$ cat config.mk
export PLATFORM = sky130hd
export DESIGN_NAME = sliding_median_mean_filter_flat
export DESIGN_NICKNAME = d
export VERILOG_FILES = /design/src/hdl/smmf_pkg.sv /design/src/hdl/smmf_in_if.sv /design/src/hdl/smmf_out_if.sv /design/src/hdl/smmf_front.sv /design/src/hdl/smmf_queue.sv /design/src/hdl/smmf_back.sv /design/src/hdl/sliding_median_mean_filter.sv /design/src/flat_wrapper.sv
export SDC_FILE = /design/constraint.sdc
export NUM_CORES = 1
export LEC_CHECK = 0
export ABC_AREA = 1
export BUFFER_PORTS_ARGS = -buffer_cell sky130_fd_sc_hd__buf_2
export CAP_MARGIN = 30
export CORE_MARGIN = 2
export CORE_UTILIZATION = 45
export CTS_CLUSTER_SIZE = 8
export DETAILED_ROUTE_END_ITERATION = 7
export GPL_TIMING_DRIVEN = 1
export SLEW_MARGIN = 5
export SYNTH_ARGS = -nofsm -noshare
export SYNTH_HDL_FRONTEND = slang
export SYNTH_SLANG_ARGS = --single-unit
$ cat constraint.sdc
create_clock -name clk -period 17.24 [get_ports clk]
set_clock_uncertainty 0.05 [all_clocks]
set_input_delay 0 -clock clk [delete_from_list [all_inputs] [get_ports clk]]
set_output_delay 0 -clock clk [all_outputs]
set_load 0.02 [all_outputs]
$ cat src/hdl/smmf_pkg.sv
// Shared types, constants and codes of the sliding median / mean filter.
`timescale 1ns / 1ps
package smmf_pkg;

    localparam int SAMPLE_W        = 16;
    localparam int WIDTH_W         = 4;
    localparam int MAX_WINDOW      = 15;
    localparam int IDX_W           = 4;
    localparam int FLUSH_W         = 3;
    localparam int SUM_W           = 20;
    localparam int MAG_W           = 19;
    localparam int DIV_STEPS       = 19;
    localparam int STEP_W          = 5;
    localparam int QUEUE_DEPTH_DEF = 2;
    localparam int CFG_INDEX_W     = 1;
    localparam int CFG_DATA_W      = 4;

    localparam logic [WIDTH_W-1:0] WIDTH_RESET = 4'd3;
    localparam logic               MODE_RESET  = 1'b1;

    // Configuration register indexes
    localparam logic [CFG_INDEX_W-1:0] CFG_WINDOW_WIDTH = 1'b0;
    localparam logic [CFG_INDEX_W-1:0] CFG_FILTER_MODE  = 1'b1;

    // Filter mode codes
    localparam logic MODE_MEAN   = 1'b0;
    localparam logic MODE_MEDIAN = 1'b1;

    typedef logic signed [SAMPLE_W-1:0] sample_t;

    // What the back part does with one item besides any flush
    typedef enum logic [1:0] {
        JOB_NONE,
        JOB_PASS,
        JOB_CALC
    } job_kind_t;

    typedef struct packed {
        sample_t              sample;
        logic                 last;
        job_kind_t            kind;
        logic [FLUSH_W-1:0]   flush_cnt;
        logic [WIDTH_W-1:0]   width;
        logic                 mode;
    } job_t;

    typedef enum logic [2:0] {
        B_IDLE,
        B_RANK,
        B_SUM,
        B_DIV,
        B_EMIT,
        B_FLUSH
    } back_state_t;

endpackage

$ cat src/hdl/smmf_in_if.sv
// Sample request channel: valid / ready with sample and end-of-record flag.
`timescale 1ns / 1ps
interface smmf_in_if
    import smmf_pkg::*;
();
    logic    valid;
    logic    ready;
    sample_t sample;
    logic    is_last;

    modport source (output valid, output sample, output is_last, input ready);
    modport sink   (input valid, input sample, input is_last, output ready);
    modport mon    (input valid, input sample, input is_last, input ready);
endinterface

$ cat src/hdl/smmf_out_if.sv
// Result request channel: valid / ready with filtered value and end-of-record flag.
`timescale 1ns / 1ps
interface smmf_out_if
    import smmf_pkg::*;
();
    logic    valid;
    logic    ready;
    sample_t value;
    logic    last_out;

    modport source (output valid, output value, output last_out, input ready);
    modport sink   (input valid, input value, input last_out, output ready);
    modport mon    (input valid, input value, input last_out, input ready);
endinterface

$ cat src/hdl/smmf_front.sv
// Front part: configuration registers, record sample count and job classification.
`timescale 1ns / 1ps
module smmf_front
    import smmf_pkg::*;
(
    input  logic                   clk,
    input  logic                   rst_n,
    input  logic                   cfg_we,
    input  logic [CFG_INDEX_W-1:0] cfg_index,
    input  logic [CFG_DATA_W-1:0]  cfg_data,
    smmf_in_if.sink                in_ch,
    input  logic                   q_full,
    output logic                   q_push,
    output job_t                   q_job
);

    logic [WIDTH_W-1:0] width_reg;
    logic               mode_reg;
    logic [3:0]         count_reg;
    logic [3:0]         count_next;
    logic [2:0]         half;
    logic [3:0]         half_x;
    logic [3:0]         twice_half;
    logic [3:0]         k_minus_h;
    logic               below_half;
    logic               full_window;

    // Accept while the queue has room
    assign in_ch.ready = !q_full;
    assign q_push      = in_ch.valid && !q_full;

    assign half        = width_reg[3:1];
    assign half_x      = {1'b0, half};
    assign twice_half  = {half, 1'b0};
    assign below_half  = count_reg < half_x;
    assign full_window = count_reg >= twice_half;
    assign k_minus_h   = count_reg - half_x;

    // Classify the request against the current count
    always_comb
    begin
        q_job.sample    = in_ch.sample;
        q_job.last      = in_ch.is_last;
        q_job.width     = width_reg;
        q_job.mode      = mode_reg;
        q_job.kind      = JOB_NONE;
        q_job.flush_cnt = '0;
        if (!width_reg[0])
        begin
            q_job.kind = JOB_PASS;
        end
        else if (below_half)
        begin
            q_job.kind = JOB_PASS;
        end
        else if (full_window)
        begin
            q_job.kind = JOB_CALC;
            if (in_ch.is_last)
                q_job.flush_cnt = half;
        end
        else
        begin
            if (in_ch.is_last)
                q_job.flush_cnt = FLUSH_W'(k_minus_h + 4'd1);
        end
    end

    // Count samples of the record, saturating; clear after the last one
    always_comb
    begin
        count_next = count_reg;
        if (q_push)
        begin
            if (in_ch.is_last)
                count_next = '0;
            else if (count_reg != 4'hF)
                count_next = count_reg + 4'd1;
        end
    end

    always_ff @(posedge clk or negedge rst_n)
    begin
        if (!rst_n)
        begin
            width_reg <= WIDTH_RESET;
            mode_reg  <= MODE_RESET;
            count_reg <= '0;
        end
        else
        begin
            count_reg <= count_next;
            if (cfg_we)
            begin
                unique case (cfg_index)
                    CFG_WINDOW_WIDTH: width_reg <= cfg_data[WIDTH_W-1:0];
                    CFG_FILTER_MODE:  mode_reg  <= cfg_data[0];
                    default:          ;
                endcase
            end
        end
    end

endmodule

$ cat src/hdl/smmf_queue.sv
// Short job queue between the front and back parts.
`timescale 1ns / 1ps
module smmf_queue
    import smmf_pkg::*;
#(
    parameter int DEPTH = QUEUE_DEPTH_DEF
)
(
    input  logic clk,
    input  logic rst_n,
    input  logic push,
    input  job_t push_job,
    output logic full,
    input  logic pop,
    output logic pop_valid,
    output job_t pop_job
);

    localparam int PTR_W = (DEPTH > 1) ? $clog2(DEPTH) : 1;
    localparam int CNT_W = $clog2(DEPTH + 1);
    localparam logic [PTR_W-1:0] PTR_LAST = PTR_W'(DEPTH - 1);
    localparam logic [CNT_W-1:0] CNT_FULL = CNT_W'(DEPTH);

    job_t             slot_reg [DEPTH];
    logic [PTR_W-1:0] wr_ptr_reg;
    logic [PTR_W-1:0] rd_ptr_reg;
    logic [CNT_W-1:0] cnt_reg;
    logic             do_push;
    logic             do_pop;

    assign full      = cnt_reg == CNT_FULL;
    assign pop_valid = cnt_reg != '0;
    assign pop_job   = slot_reg[rd_ptr_reg];
    assign do_push   = push && !full;
    assign do_pop    = pop && pop_valid;

    // Write the entry
    always_ff @(posedge clk)
    begin
        if (do_push)
            slot_reg[wr_ptr_reg] <= push_job;
    end

    // Advance pointers and the fill count
    always_ff @(posedge clk or negedge rst_n)
    begin
        if (!rst_n)
        begin
            wr_ptr_reg <= '0;
            rd_ptr_reg <= '0;
            cnt_reg    <= '0;
        end
        else
        begin
            if (do_push)
                wr_ptr_reg <= (wr_ptr_reg == PTR_LAST) ? '0 : wr_ptr_reg + 1'b1;
            if (do_pop)
                rd_ptr_reg <= (rd_ptr_reg == PTR_LAST) ? '0 : rd_ptr_reg + 1'b1;
            if (do_push && !do_pop)
                cnt_reg <= cnt_reg + 1'b1;
            else if (do_pop && !do_push)
                cnt_reg <= cnt_reg - 1'b1;
        end
    end

endmodule

$ cat src/hdl/smmf_back.sv
// Back part: sample window, rank median, serial mean with divide, result register.
`timescale 1ns / 1ps
module smmf_back
    import smmf_pkg::*;
(
    input  logic         clk,
    input  logic         rst_n,
    input  logic         q_valid,
    input  job_t         q_job,
    output logic         q_pop,
    smmf_out_if.source   out_ch
);

    back_state_t          state_reg;
    back_state_t          state_next;
    job_t                 job_reg;
    logic [SAMPLE_W-1:0]  store_reg [MAX_WINDOW];
    logic [IDX_W-1:0]     idx_reg;
    logic signed [SUM_W-1:0] acc_reg;
    logic [MAG_W-1:0]     quo_reg;
    logic [3:0]           rem_reg;
    logic                 neg_reg;
    logic [STEP_W-1:0]    step_reg;
    logic [SAMPLE_W-1:0]  res_reg;
    logic                 out_valid_reg;
    logic [SAMPLE_W-1:0]  out_value_reg;
    logic                 out_last_reg;

    logic [SAMPLE_W-1:0]  rd_data;
    logic [IDX_W-1:0]     rank;
    logic                 rank_hit;
    logic signed [SUM_W-1:0] acc_next;
    logic                 sum_done;
    logic [MAG_W-1:0]     mag;
    logic [4:0]           rem_shift;
    logic                 rem_ge;
    logic [3:0]           rem_next;
    logic [MAG_W-1:0]     quo_next;
    logic [SAMPLE_W-1:0]  quo16;
    logic                 div_done;
    logic                 slot_free;
    logic                 emit_main;
    logic                 emit_flush;
    logic [FLUSH_W-1:0]   pop_flush_m1;
    logic [FLUSH_W-1:0]   job_flush_m1;

    assign rd_data      = store_reg[idx_reg];
    assign slot_free    = !out_valid_reg || out_ch.ready;
    assign pop_flush_m1 = q_job.flush_cnt - 1'b1;
    assign job_flush_m1 = job_reg.flush_cnt - 1'b1;

    // Rank of the candidate: smaller entries, and equal ones at lower index
    always_comb
    begin
        logic lt;
        logic eq;
        rank = '0;
        for (int j = 0; j < MAX_WINDOW; j++)
        begin
            lt = $signed(store_reg[j]) < $signed(rd_data);
            eq = (store_reg[j] == rd_data) && (IDX_W'(j) < idx_reg);
            if ((IDX_W'(j) < job_reg.width) && (lt || eq))
                rank = rank + 1'b1;
        end
    end
    assign rank_hit = rank == {1'b0, job_reg.width[3:1]};

    // Serial sum, one entry per cycle
    assign acc_next = acc_reg + SUM_W'($signed(rd_data));
    assign sum_done = idx_reg == (job_reg.width - 1'b1);
    assign mag      = acc_next[SUM_W-1] ? MAG_W'(-acc_next) : acc_next[MAG_W-1:0];

    // One restoring divide step per cycle
    assign rem_shift = {rem_reg, quo_reg[MAG_W-1]};
    assign rem_ge    = rem_shift >= {1'b0, job_reg.width};
    assign rem_next  = rem_ge ? 4'(rem_shift - {1'b0, job_reg.width}) : rem_shift[3:0];
    assign quo_next  = {quo_reg[MAG_W-2:0], rem_ge};
    assign quo16     = quo_next[SAMPLE_W-1:0];
    assign div_done  = step_reg == '0;

    // Next state
    always_comb
    begin
        state_next = state_reg;
        unique case (state_reg)
            B_IDLE:
            begin
                if (q_valid)
                begin
                    if (q_job.kind == JOB_CALC)
                        state_next = (q_job.mode == MODE_MEDIAN) ? B_RANK : B_SUM;
                    else if (q_job.kind == JOB_PASS)
                        state_next = B_EMIT;
                    else if (q_job.flush_cnt != '0)
                        state_next = B_FLUSH;
                end
            end
            B_RANK:
            begin
                if (rank_hit)
                    state_next = B_EMIT;
            end
            B_SUM:
            begin
                if (sum_done)
                    state_next = B_DIV;
            end
            B_DIV:
            begin
                if (div_done)
                    state_next = B_EMIT;
            end
            B_EMIT:
            begin
                if (slot_free)
                    state_next = (job_reg.flush_cnt != '0) ? B_FLUSH : B_IDLE;
            end
            B_FLUSH:
            begin
                if (slot_free && idx_reg == '0)
                    state_next = B_IDLE;
            end
            default: state_next = B_IDLE;
        endcase
    end

    // Control outputs
    always_comb
    begin
        q_pop      = 1'b0;
        emit_main  = 1'b0;
        emit_flush = 1'b0;
        unique case (state_reg)
            B_IDLE:  q_pop      = q_valid;
            B_EMIT:  emit_main  = slot_free;
            B_FLUSH: emit_flush = slot_free;
            default: ;
        endcase
    end

    // Datapath registers
    always_ff @(posedge clk)
    begin
        if (q_pop)
        begin
            job_reg      <= q_job;
            store_reg[0] <= q_job.sample;
            for (int i = 1; i < MAX_WINDOW; i++)
                store_reg[i] <= store_reg[i-1];
            acc_reg <= '0;
            res_reg <= q_job.sample;
            idx_reg <= (q_job.kind == JOB_NONE) ? IDX_W'(pop_flush_m1) : '0;
        end
        unique case (state_reg)
            B_RANK:
            begin
                if (rank_hit)
                    res_reg <= rd_data;
                else
                    idx_reg <= idx_reg + 1'b1;
            end
            B_SUM:
            begin
                acc_reg <= acc_next;
                idx_reg <= idx_reg + 1'b1;
                if (sum_done)
                begin
                    neg_reg  <= acc_next[SUM_W-1];
                    quo_reg  <= mag;
                    rem_reg  <= '0;
                    step_reg <= STEP_W'(DIV_STEPS - 1);
                end
            end
            B_DIV:
            begin
                quo_reg  <= quo_next;
                rem_reg  <= rem_next;
                step_reg <= step_reg - 1'b1;
                if (div_done)
                    res_reg <= neg_reg ? -quo16 : quo16;
            end
            B_EMIT:
            begin
                if (emit_main)
                    idx_reg <= IDX_W'(job_flush_m1);
            end
            B_FLUSH:
            begin
                if (emit_flush)
                    idx_reg <= idx_reg - 1'b1;
            end
            default: ;
        endcase
        // Load the result register
        if (emit_main)
        begin
            out_value_reg <= res_reg;
            out_last_reg  <= job_reg.last && (job_reg.flush_cnt == '0);
        end
        else if (emit_flush)
        begin
            out_value_reg <= rd_data;
            out_last_reg  <= idx_reg == '0;
        end
    end

    // Control registers
    always_ff @(posedge clk or negedge rst_n)
    begin
        if (!rst_n)
        begin
            state_reg     <= B_IDLE;
            out_valid_reg <= 1'b0;
        end
        else
        begin
            state_reg <= state_next;
            if (emit_main || emit_flush)
                out_valid_reg <= 1'b1;
            else if (out_ch.ready)
                out_valid_reg <= 1'b0;
        end
    end

    assign out_ch.valid    = out_valid_reg;
    assign out_ch.value    = out_value_reg;
    assign out_ch.last_out = out_last_reg;

endmodule

$ cat src/hdl/sliding_median_mean_filter.sv
// Top level of the sliding median / mean filter.
//
// Samples (signed Q8.8) enter on sample_ch and results leave on result_ch,
// both valid / ready; a request moves when valid and ready are high at a clock
// edge. cfg_we writes window_width (index 0) or filter_mode (index 1) from
// cfg_data; write only while no request is in flight.
// The front classifies each sample against the record count and pushes a job
// into a short queue; the back shifts the sample into the window, computes
// and loads a one-entry result register.
// Steps per sample in the back: a sample with no output is only dequeued;
// a pass-through is dequeued, then loaded; median ranks the window entries,
// one candidate per cycle, then loads the result; mean adds the W entries
// serially, then runs a restoring divide, one quotient bit per cycle, then
// loads the result. At end of record each flushed sample is then emitted.
// When the back is busy, an accepted sample waits in the queue until the
// back has finished its earlier jobs.
// Reset clears the queue, count, state and result valid; the window store is
// not cleared. When the receiver stalls, the result holds, the back waits,
// the queue fills and sample_ch.ready drops.
`timescale 1ns / 1ps
module sliding_median_mean_filter
    import smmf_pkg::*;
#(
    parameter int QUEUE_DEPTH = QUEUE_DEPTH_DEF
)
(
    input  logic                   clk,
    input  logic                   rst_n,
    input  logic                   cfg_we,
    input  logic [CFG_INDEX_W-1:0] cfg_index,
    input  logic [CFG_DATA_W-1:0]  cfg_data,
    smmf_in_if.sink                sample_ch,
    smmf_out_if.source             result_ch
);

    logic q_full;
    logic q_push;
    job_t push_job;
    logic q_pop;
    logic q_valid;
    job_t pop_job;

    smmf_front u_front (
        .clk       (clk),
        .rst_n     (rst_n),
        .cfg_we    (cfg_we),
        .cfg_index (cfg_index),
        .cfg_data  (cfg_data),
        .in_ch     (sample_ch),
        .q_full    (q_full),
        .q_push    (q_push),
        .q_job     (push_job)
    );

    smmf_queue #(
        .DEPTH (QUEUE_DEPTH)
    ) u_queue (
        .clk       (clk),
        .rst_n     (rst_n),
        .push      (q_push),
        .push_job  (push_job),
        .full      (q_full),
        .pop       (q_pop),
        .pop_valid (q_valid),
        .pop_job   (pop_job)
    );

    smmf_back u_back (
        .clk     (clk),
        .rst_n   (rst_n),
        .q_valid (q_valid),
        .q_job   (pop_job),
        .q_pop   (q_pop),
        .out_ch  (result_ch)
    );

endmodule

$ cat src/flat_wrapper.sv
// flat-port wrapper written by rule: the top's interface ports become plain ports
module sliding_median_mean_filter_flat import smmf_pkg::*;
#(
    parameter int QUEUE_DEPTH = QUEUE_DEPTH_DEF
)
  (clk, rst_n, cfg_we, cfg_index, cfg_data, sample_ch_valid, sample_ch_sample, sample_ch_is_last, sample_ch_ready, result_ch_valid, result_ch_value, result_ch_last_out, result_ch_ready);
  smmf_in_if sample_ch_i ();
  smmf_out_if result_ch_i ();
  input  logic clk;
  input  logic rst_n;
  input  logic cfg_we;
  input  logic [CFG_INDEX_W-1:0] cfg_index;
  input  logic [CFG_DATA_W-1:0] cfg_data;
  input wire logic [$bits(sample_ch_i.valid)-1:0] sample_ch_valid;
  input wire logic [$bits(sample_ch_i.sample)-1:0] sample_ch_sample;
  input wire logic [$bits(sample_ch_i.is_last)-1:0] sample_ch_is_last;
  output wire logic [$bits(sample_ch_i.ready)-1:0] sample_ch_ready;
  output wire logic [$bits(result_ch_i.valid)-1:0] result_ch_valid;
  output wire logic [$bits(result_ch_i.value)-1:0] result_ch_value;
  output wire logic [$bits(result_ch_i.last_out)-1:0] result_ch_last_out;
  input wire logic [$bits(result_ch_i.ready)-1:0] result_ch_ready;
  assign sample_ch_i.valid = sample_ch_valid;
  assign sample_ch_i.sample = sample_ch_sample;
  assign sample_ch_i.is_last = sample_ch_is_last;
  assign sample_ch_ready = sample_ch_i.ready;
  assign result_ch_valid = result_ch_i.valid;
  assign result_ch_value = result_ch_i.value;
  assign result_ch_last_out = result_ch_i.last_out;
  assign result_ch_i.ready = result_ch_ready;
  sliding_median_mean_filter #(.QUEUE_DEPTH(QUEUE_DEPTH)) u_core (.clk(clk), .rst_n(rst_n), .cfg_we(cfg_we), .cfg_index(cfg_index), .cfg_data(cfg_data), .sample_ch(sample_ch_i), .result_ch(result_ch_i));
endmodule
=== Yosys cells after proc, flatten, opt, wreduce, memory -nomap -nowiden ===
Memory sizes are Yosys's and may differ from the RTL's. A register that Yosys moved wholly into a read port is not among the register bits.
Cells that the tools add are included.

* Add/subtract/negate cells: 31
* $lt $le $gt $ge: 48
* Equality and inequality tests: 33
* Mux-type cells: 75
* Bitwise logic cells: 1
* Reduce and logical (&&, ||, !) cells: 78

{| class="wikitable"
|+ Operators with widths
! kind !! count
|-
| == test 16 bit || 15
|-
| less-than comparator 16 bit || 15
|-
| 2-to-1 mux 16 bit || 6
|-
| 2-to-1 mux 4 bit || 22
|-
| adder 4 x 1 -> 4 bit (second input constant) || 16
|-
| less-than comparator 4 bit (first input constant) || 14
|-
| 2-to-1 mux 3 bit || 16
|-
| 2-to-1 mux 20 bit || 2
|-
| 2-to-1 mux 19 bit || 2
|-
| one-hot mux 19 bit (2 select lines) || 1
|-
| logical AND 1 bit || 37
|-
| less-than comparator 3 x 4 -> 1 bit (first input constant) || 8
|-
| one-hot mux 16 bit (2 select lines) || 1
|-
| adder 20 x 16 -> 20 bit || 1
|-
| negation 19 bit || 1
|-
| one-hot mux 3 bit (6 select lines) || 1
|-
| logical OR 1 bit || 17
|-
| less-than comparator 1 x 4 -> 1 bit (first input constant) || 4
|-
| less-than comparator 2 x 4 -> 1 bit (first input constant) || 4
|-
| negation 16 bit || 1
|-
| one-hot mux 4 bit (4 select lines) || 1
|-
| 2-to-1 mux 1 bit || 14
|-
| nonzero test 2 bit || 7
|-
| 2-to-1 mux 2 bit || 6
|-
| 33 further kinds || 54
|}

* Flip-flop bits (word level): 111
* RAM bits: 294
* Input bits: 27
* Logic and storage cells: 288
* Memories: 2

{| class="wikitable"
|+ Memory list
! name !! words !! width !! rd ports !! clocked after Yosys merged registers in !! write ports !! line !! source
|-
| u_core.u_back.store_reg || 15 || 16 || 16 || 1 || 15 || smmf_back.sv:17 || <nowiki>logic [SAMPLE_W-1:0] store_reg [MAX_WINDOW];</nowiki>
|-
| u_core.u_queue.slot_reg || 2 || 27 || 1 || 0 || 1 || smmf_queue.sv:24 || <nowiki>job_t slot_reg [DEPTH];</nowiki>
|}

=== Depth between registers and ports, before layout ===
An unclocked memory read counts as a cell.

* Depth in word-level cells: 37
* Mapped depth: 80
* Gate-level depth less buffers: 78

=== Modules after synthesis ===
From an unflattened synthesis, not the netlist that was laid out.

* Cell total of the unflattened synthesis: 2843
* Area, all modules: 25921.1 sq um

{| class="wikitable"
|+ Modules (own cells, without submodules)
! module !! times used !! cells each !! area each (sq um) !! sequential area each (sq um)
|-
| smmf_back || 1 || 2554 || 22823.1 || 9929.5
|-
| smmf_queue || 1 || 172 || 2245.9 || 1721.7
|-
| smmf_front || 1 || 117 || 852.1 || 229.0
|}

=== Least setup slack after synthesis ===
Ideal clock, no wire load.

* Path type: reg-to-reg
* Start point: reg u_core.u_back.idx_reg[0]
* End point: reg u_core.u_back.res_reg[12]
* Arrival time: 12.209 ns
* Data required time: 17.067 ns
* Path slack: 4.857 ns
* Cell stages (with the launch flop): 76
* Buffers on the path: 4
* Clock period less this slack: 12.383 ns
* Cell sequence: dfxtp_1 inv_1 clkbuf_1 clkbuf_1 clkbuf_1 o21ai_0 o221ai_1 o21ai_0 ha_1 inv_1 o21bai_1 a221oi_1 o211ai_1 a2111oi_0 o21ai_0 o21ai_0 nand2_1 nand2_1 [40 not listed] inv_1 ha_1 or2_2 nand2_1 inv_1 ha_1 nand2_1 nand2_1 ha_1 or2_2 nand2_1 xor2_1 nor2_4 nand3_2 buf_6 nand2_1 nand3_1 nand3_1

* Word-level cells in the longest chain between the ends: 36
* Elaborated cells on any way between the ends: 92
* Those cells by class: add/sub (14); order compare (15); eq/ne (1); mux (17); reduce/logical (45)

{| class="wikitable"
|+ Ends and longest elaborated chain
! item !! line !! source
|-
| start, declared || smmf_back.sv:18 || <nowiki>logic [IDX_W-1:0] idx_reg;</nowiki>
|-
| start signal, assigned || smmf_back.sv:152 || <nowiki>idx_reg <= (q_job.kind == JOB_NONE) ? IDX_W'(pop_flush_m1) : '0;</nowiki>
|-
| start signal, assigned || smmf_back.sv:160 || <nowiki>idx_reg <= idx_reg + 1'b1;</nowiki>
|-
| start signal, assigned || smmf_back.sv:165 || <nowiki>idx_reg <= idx_reg + 1'b1;</nowiki>
|-
| less-than comparator 1 x 4 -> 1 bit || smmf_back.sv:61 || <nowiki>eq = (store_reg[j] == rd_data) && (IDX_W'(j) < idx_reg);</nowiki>
|-
| logical AND 1 bit || smmf_back.sv:61 ||
|-
| logical OR 1 bit || smmf_back.sv:62 || <nowiki>if ((IDX_W'(j) < job_reg.width) && (lt || eq))</nowiki>
|-
| logical AND 1 bit || smmf_back.sv:62 ||
|-
| 2-to-1 mux 1 bit || smmf_back.sv:62 ||
|-
| adder 4 x 1 -> 4 bit || smmf_back.sv:63 || <nowiki>rank = rank + 1'b1;</nowiki>
|-
| 2-to-1 mux 4 bit || smmf_back.sv:62 ||
|-
| adder 4 x 1 -> 4 bit || smmf_back.sv:63 ||
|-
| [20 not listed] || n/a ||
|-
| 2-to-1 mux 4 bit || smmf_back.sv:62 ||
|-
| adder 4 x 1 -> 4 bit || smmf_back.sv:63 ||
|-
| 2-to-1 mux 4 bit || smmf_back.sv:62 ||
|-
| adder 4 x 1 -> 4 bit || smmf_back.sv:63 ||
|-
| 2-to-1 mux 4 bit (*) || smmf_back.sv:62 ||
|-
| == test 4 x 3 -> 1 bit (*) || smmf_back.sv:66 || <nowiki>assign rank_hit = rank == {1'b0, job_reg.width[3:1]};</nowiki>
|-
| 2-to-1 mux 16 bit (*) || smmf_back.sv:157 || <nowiki>if (rank_hit)</nowiki>
|-
| one-hot mux 16 bit (2 select lines) (*) || smmf_back.sv:154 || <nowiki>unique case (state_reg)</nowiki>
|-
| end signal, assigned || smmf_back.sv:151 || <nowiki>res_reg <= q_job.sample;</nowiki>
|-
| end signal, assigned || smmf_back.sv:158 || <nowiki>res_reg <= rd_data;</nowiki>
|-
| end signal, assigned || smmf_back.sv:180 || <nowiki>res_reg <= neg_reg ? -quo16 : quo16;</nowiki>
|-
| end, declared || smmf_back.sv:24 || <nowiki>logic [SAMPLE_W-1:0] res_reg;</nowiki>
|}

Every way passes the cells marked *; elsewhere a longest branch is shown, timed or not.
A chain may end at the register's enable or synchronous reset.

=== Worst setup path after layout ===
* Start point: reg u_core.u_back.idx_reg[0]
* End point: reg u_core.u_back.state_reg[0]

* Word-level cells in the longest chain between the ends: 36
* Elaborated cells on any way between the ends: 97
* Those cells by class: add/sub (14); order compare (15); eq/ne (5); mux (15); reduce/logical (48)

{| class="wikitable"
|+ Ends and longest elaborated chain
! item !! line !! source
|-
| less-than comparator 1 x 4 -> 1 bit || smmf_back.sv:61 ||
|-
| logical AND 1 bit || smmf_back.sv:61 ||
|-
| logical OR 1 bit || smmf_back.sv:62 ||
|-
| logical AND 1 bit || smmf_back.sv:62 ||
|-
| 2-to-1 mux 1 bit || smmf_back.sv:62 ||
|-
| adder 4 x 1 -> 4 bit || smmf_back.sv:63 ||
|-
| 2-to-1 mux 4 bit || smmf_back.sv:62 ||
|-
| adder 4 x 1 -> 4 bit || smmf_back.sv:63 ||
|-
| [20 not listed] || n/a ||
|-
| 2-to-1 mux 4 bit || smmf_back.sv:62 ||
|-
| adder 4 x 1 -> 4 bit || smmf_back.sv:63 ||
|-
| 2-to-1 mux 4 bit || smmf_back.sv:62 ||
|-
| adder 4 x 1 -> 4 bit || smmf_back.sv:63 ||
|-
| 2-to-1 mux 4 bit || smmf_back.sv:62 ||
|-
| == test 4 x 3 -> 1 bit || smmf_back.sv:66 ||
|-
| inequality test 2 bit (no line) || n/a ||
|-
| AND reduction 7 bit (no line) (*) || n/a ||
|-
| end signal, assigned || smmf_back.sv:217 || <nowiki>state_reg <= state_next;</nowiki>
|-
| end, declared || smmf_back.sv:14 || <nowiki>back_state_t state_reg;</nowiki>
|}

Marked as above.

==> impl_results.md <==
- Tmin final: between 10 and 15 ns
- Synth Register Bits: 405
- Type of the worst setup path: register to register
- RR Startpoint: u_core.u_back.idx_reg[0]
- Register area share after synthesis: 46.1%
- Port buffer count: 45
- Final net count: 3,222
- Metal2 WL: 36,500 um
- RSZ-0062 raised after global routing: false
- Max Cap Viol: 0
- Fin area: 0.0289 mm^2
- Cell family with most CP delay: simple AND/OR/NAND/NOR gates
- Die area: roughly 0.059 mm^2
- R2R setup slack: 2.43 ns
- CTS root buf: clkbuf_16
- Initial antenna violation count: 1
- Max-slew headroom: roughly a third
- Synth unique cells: 57
- Worst setup path end: u_core.u_back.state_reg[0]
- Hold Crit Class: input pin to register
- FF-to-FF path depth: about 70
- Final Hold Fails: 0
- H-tree depth: 2
- Mapped Cells: 2,797
- Critical path peak fanout: 83
- Worst path bufs/invs: 13
- Vias per cell: 5.70
- ANT nets after route: 0
- WL final: 78,400 um
- Total clock sinks: between 400 and 500
- Vias in the first global route: 20,643
- Layout cells sized above 1: 8.36%
- Io pins: 46
- Post-synth EDFFs: 368
- Via count: around 21,000
- Core Box Area: between 0.05 and 0.06 mm^2
- Max FFs per register: 240
- # DRC: 0
- DP HPWL: 56,600 um
- Worst Slack Setup Final: 2.43 ns
- Crit-path slowest cell: buf_4
- Skew-Pair Late Insertion Delay: between 0.6 and 0.7 ns
- Wire per inst: roughly 21 um
- Area grow syn2layout: 12.1%
- CP startpoint: u_core.u_back.idx_reg[0]
- Fin crit share: a little under nine tenths
- Slew Limit Fails: 0
- Leading area contributor after synthesis: edfxtp_1
- Critical Path RT: 17.70 ns
- Global Route Usage Sum: 26.3%
- Async set or reset register ratio after synthesis: under 10%
- Synth Cell Area: 0.0258 mm^2
- Most used cell, CP: nand2_1
- Top FF cell, synth: edfxtp_1
- CP arrival: 15.27 ns
- Total grt overflow: 0
- Status: completed
- Met1 wire length: ~34,000 um
- Crit start category: register
- Dpl ws: between 2 and 3 ns
- Setup bufs post-CTS: 0
- Final Setup Violations: 0
- Worst slew pin tran: 0.993 ns
- Setup tns final: 0 ns
- Clock transition at path regs: 0.05 ns
- Starting Density: 45.6%
- CP max stage delay: 0.78 ns
- Die Wd: between 200 and 250 um
- Top sig layer: met5
- Syn Nets: roughly 3,100
- CTS tree: done
- Crit path capture type: register
- Placed cell areas: 0.0269 mm^2
- Die H: around 240 um
- Levels on crit path: 72
- Ranking of synthesized cells by area: edfxtp_1 43%, ha_1 15%, nand2_1 6.6%
- RePlAce Congestion: 0.905
- CTS Buf Count: 57
- Site Rows: 87
- Syn. warnings: 0
- Initial DRC count: 2,084
- Largest net degree at the start of global routing: 140
- First-pass GRT wire length: 120,000 um
- Endpoint of the worst-slack reg-to-reg timing path: u_core.u_back.state_reg[0]
- Synth top area share: 42.9%
- Max Root-Sink Buffers: 3
- Detailed Routing Iterations Pass 1: 6
- Syn avg cell area: 9.22 um^2
- FMAX: 67.5 MHz
- Met3 WL: between 5000 and 6000 um
[cells in the mapped netlist, types with 5 or more instances]
master,number
a21oi_1,139
nand3_2,17
xnor2_1,16
o21ai_0,268
o21bai_1,14
nor2_1,265
a211oi_1,9
a21o_1,7
nor4_1,7
a221oi_1,5
ha_1,301
dfxtp_1,20
inv_1,313
o22ai_1,8
or2_2,34
nor3_1,30
edfxtp_1,368
o211ai_1,34
o221ai_1,33
nand2_1,456
buf_2,9
xor2_1,44
o21a_1,22
nand2_2,22
dfrtp_1,14
nand3b_1,10
a31oi_1,8
nand4_1,54
nand3_1,155
clkbuf_1,59
[layer usage]
metal	vias to the layer above	track usage (%)
met1	9972	35.3
met4	2	8.66
li1	10024	-
met5	-	0
met2	822	43.7
met3	149	3.84
[logic make-up (layout without fill, tap and decap cells)]
logic type      count (synthesis)  count (layout)  synth area share [%]
flops                         405             405                  46.1
other cells                     0               2                     0
compound gates                569             569                  12.8
mux                             1               1                0.0388
fa+ha+maj                     303             303                  14.8
xor+xnor                       60              60                  2.04
simple gates                 1061            1061                  18.2
buf+inv                       398             520                  6.02
[metrics by stage]
stage / cells / util [%] / hold WS [ns]
floorplan: 2797 / - / -0.346
global placement: 3550 / 47.6 / -0.100
detailed placement: 3553 / 47.7 / -0.0976
CTS: 3675 / 51.2 / 0.0140
global route: 3675 / 51.2 / 0.0439
finish: 3677 / 51.2 / 0.0524
[worst min-delay path by stage]
stage | start | to | slack, ns | cells past startpoint
after floorplan | rst_n | u_core.u_back.out_ch.valid | -0.35 | 0
after global placement | rst_n | u_core.u_back.out_ch.valid | -0.1 | 1
after detailed placement | rst_n | u_core.u_queue.cnt_reg[0] | -0.1 | 1
after CTS | sample_ch_sample[0] | u_core.u_queue.slot_reg[0][11] | 0.01 | 2
after global routing | sample_ch_sample[12] | u_core.u_queue.slot_reg[0][23] | 0.04 | 2
final | sample_ch_sample[12] | u_core.u_queue.slot_reg[0][23] | 0.05 | 2
[cells in the final DEF (no fill, tap or decap), drive strengths merged, types with 36 or more instances in the layout]
master / synthesis / layout
buf: 16 / 79
a21oi: 140 / 140
xor2: 44 / 44
nand2: 478 / 478
ha: 301 / 301
o21ai: 271 / 271
nand3: 172 / 172
clkbuf: 60 / 81
nand4: 54 / 54
nor2: 267 / 267
inv: 316 / 318
edfxtp: 368 / 368
dlygate4sd3: 1 / 36
[layout make-up]
class / count / area [um^2]
Clock buffer: 81 / 1530
Antenna cell: 2 / 5.00
Tap cell: 756 / 946
Timing Repair Buffer: 115 / 881
Sequential cell: 405 / 11900
Inverter: 319 / 1200
Multi-Input combinational cell: 1994 / 12400
Clock inverter: 5 / 78.8
Fill cell: 5110 / 27600
[timing repair]
item	CTS	global route
hold endpoints to repair	73	0
gates resized for setup	0	0
hold buffers	36	0
Power is not shown: default switching activity piles up to over one toggle a cycle in this logic, so the estimate is an artifact.
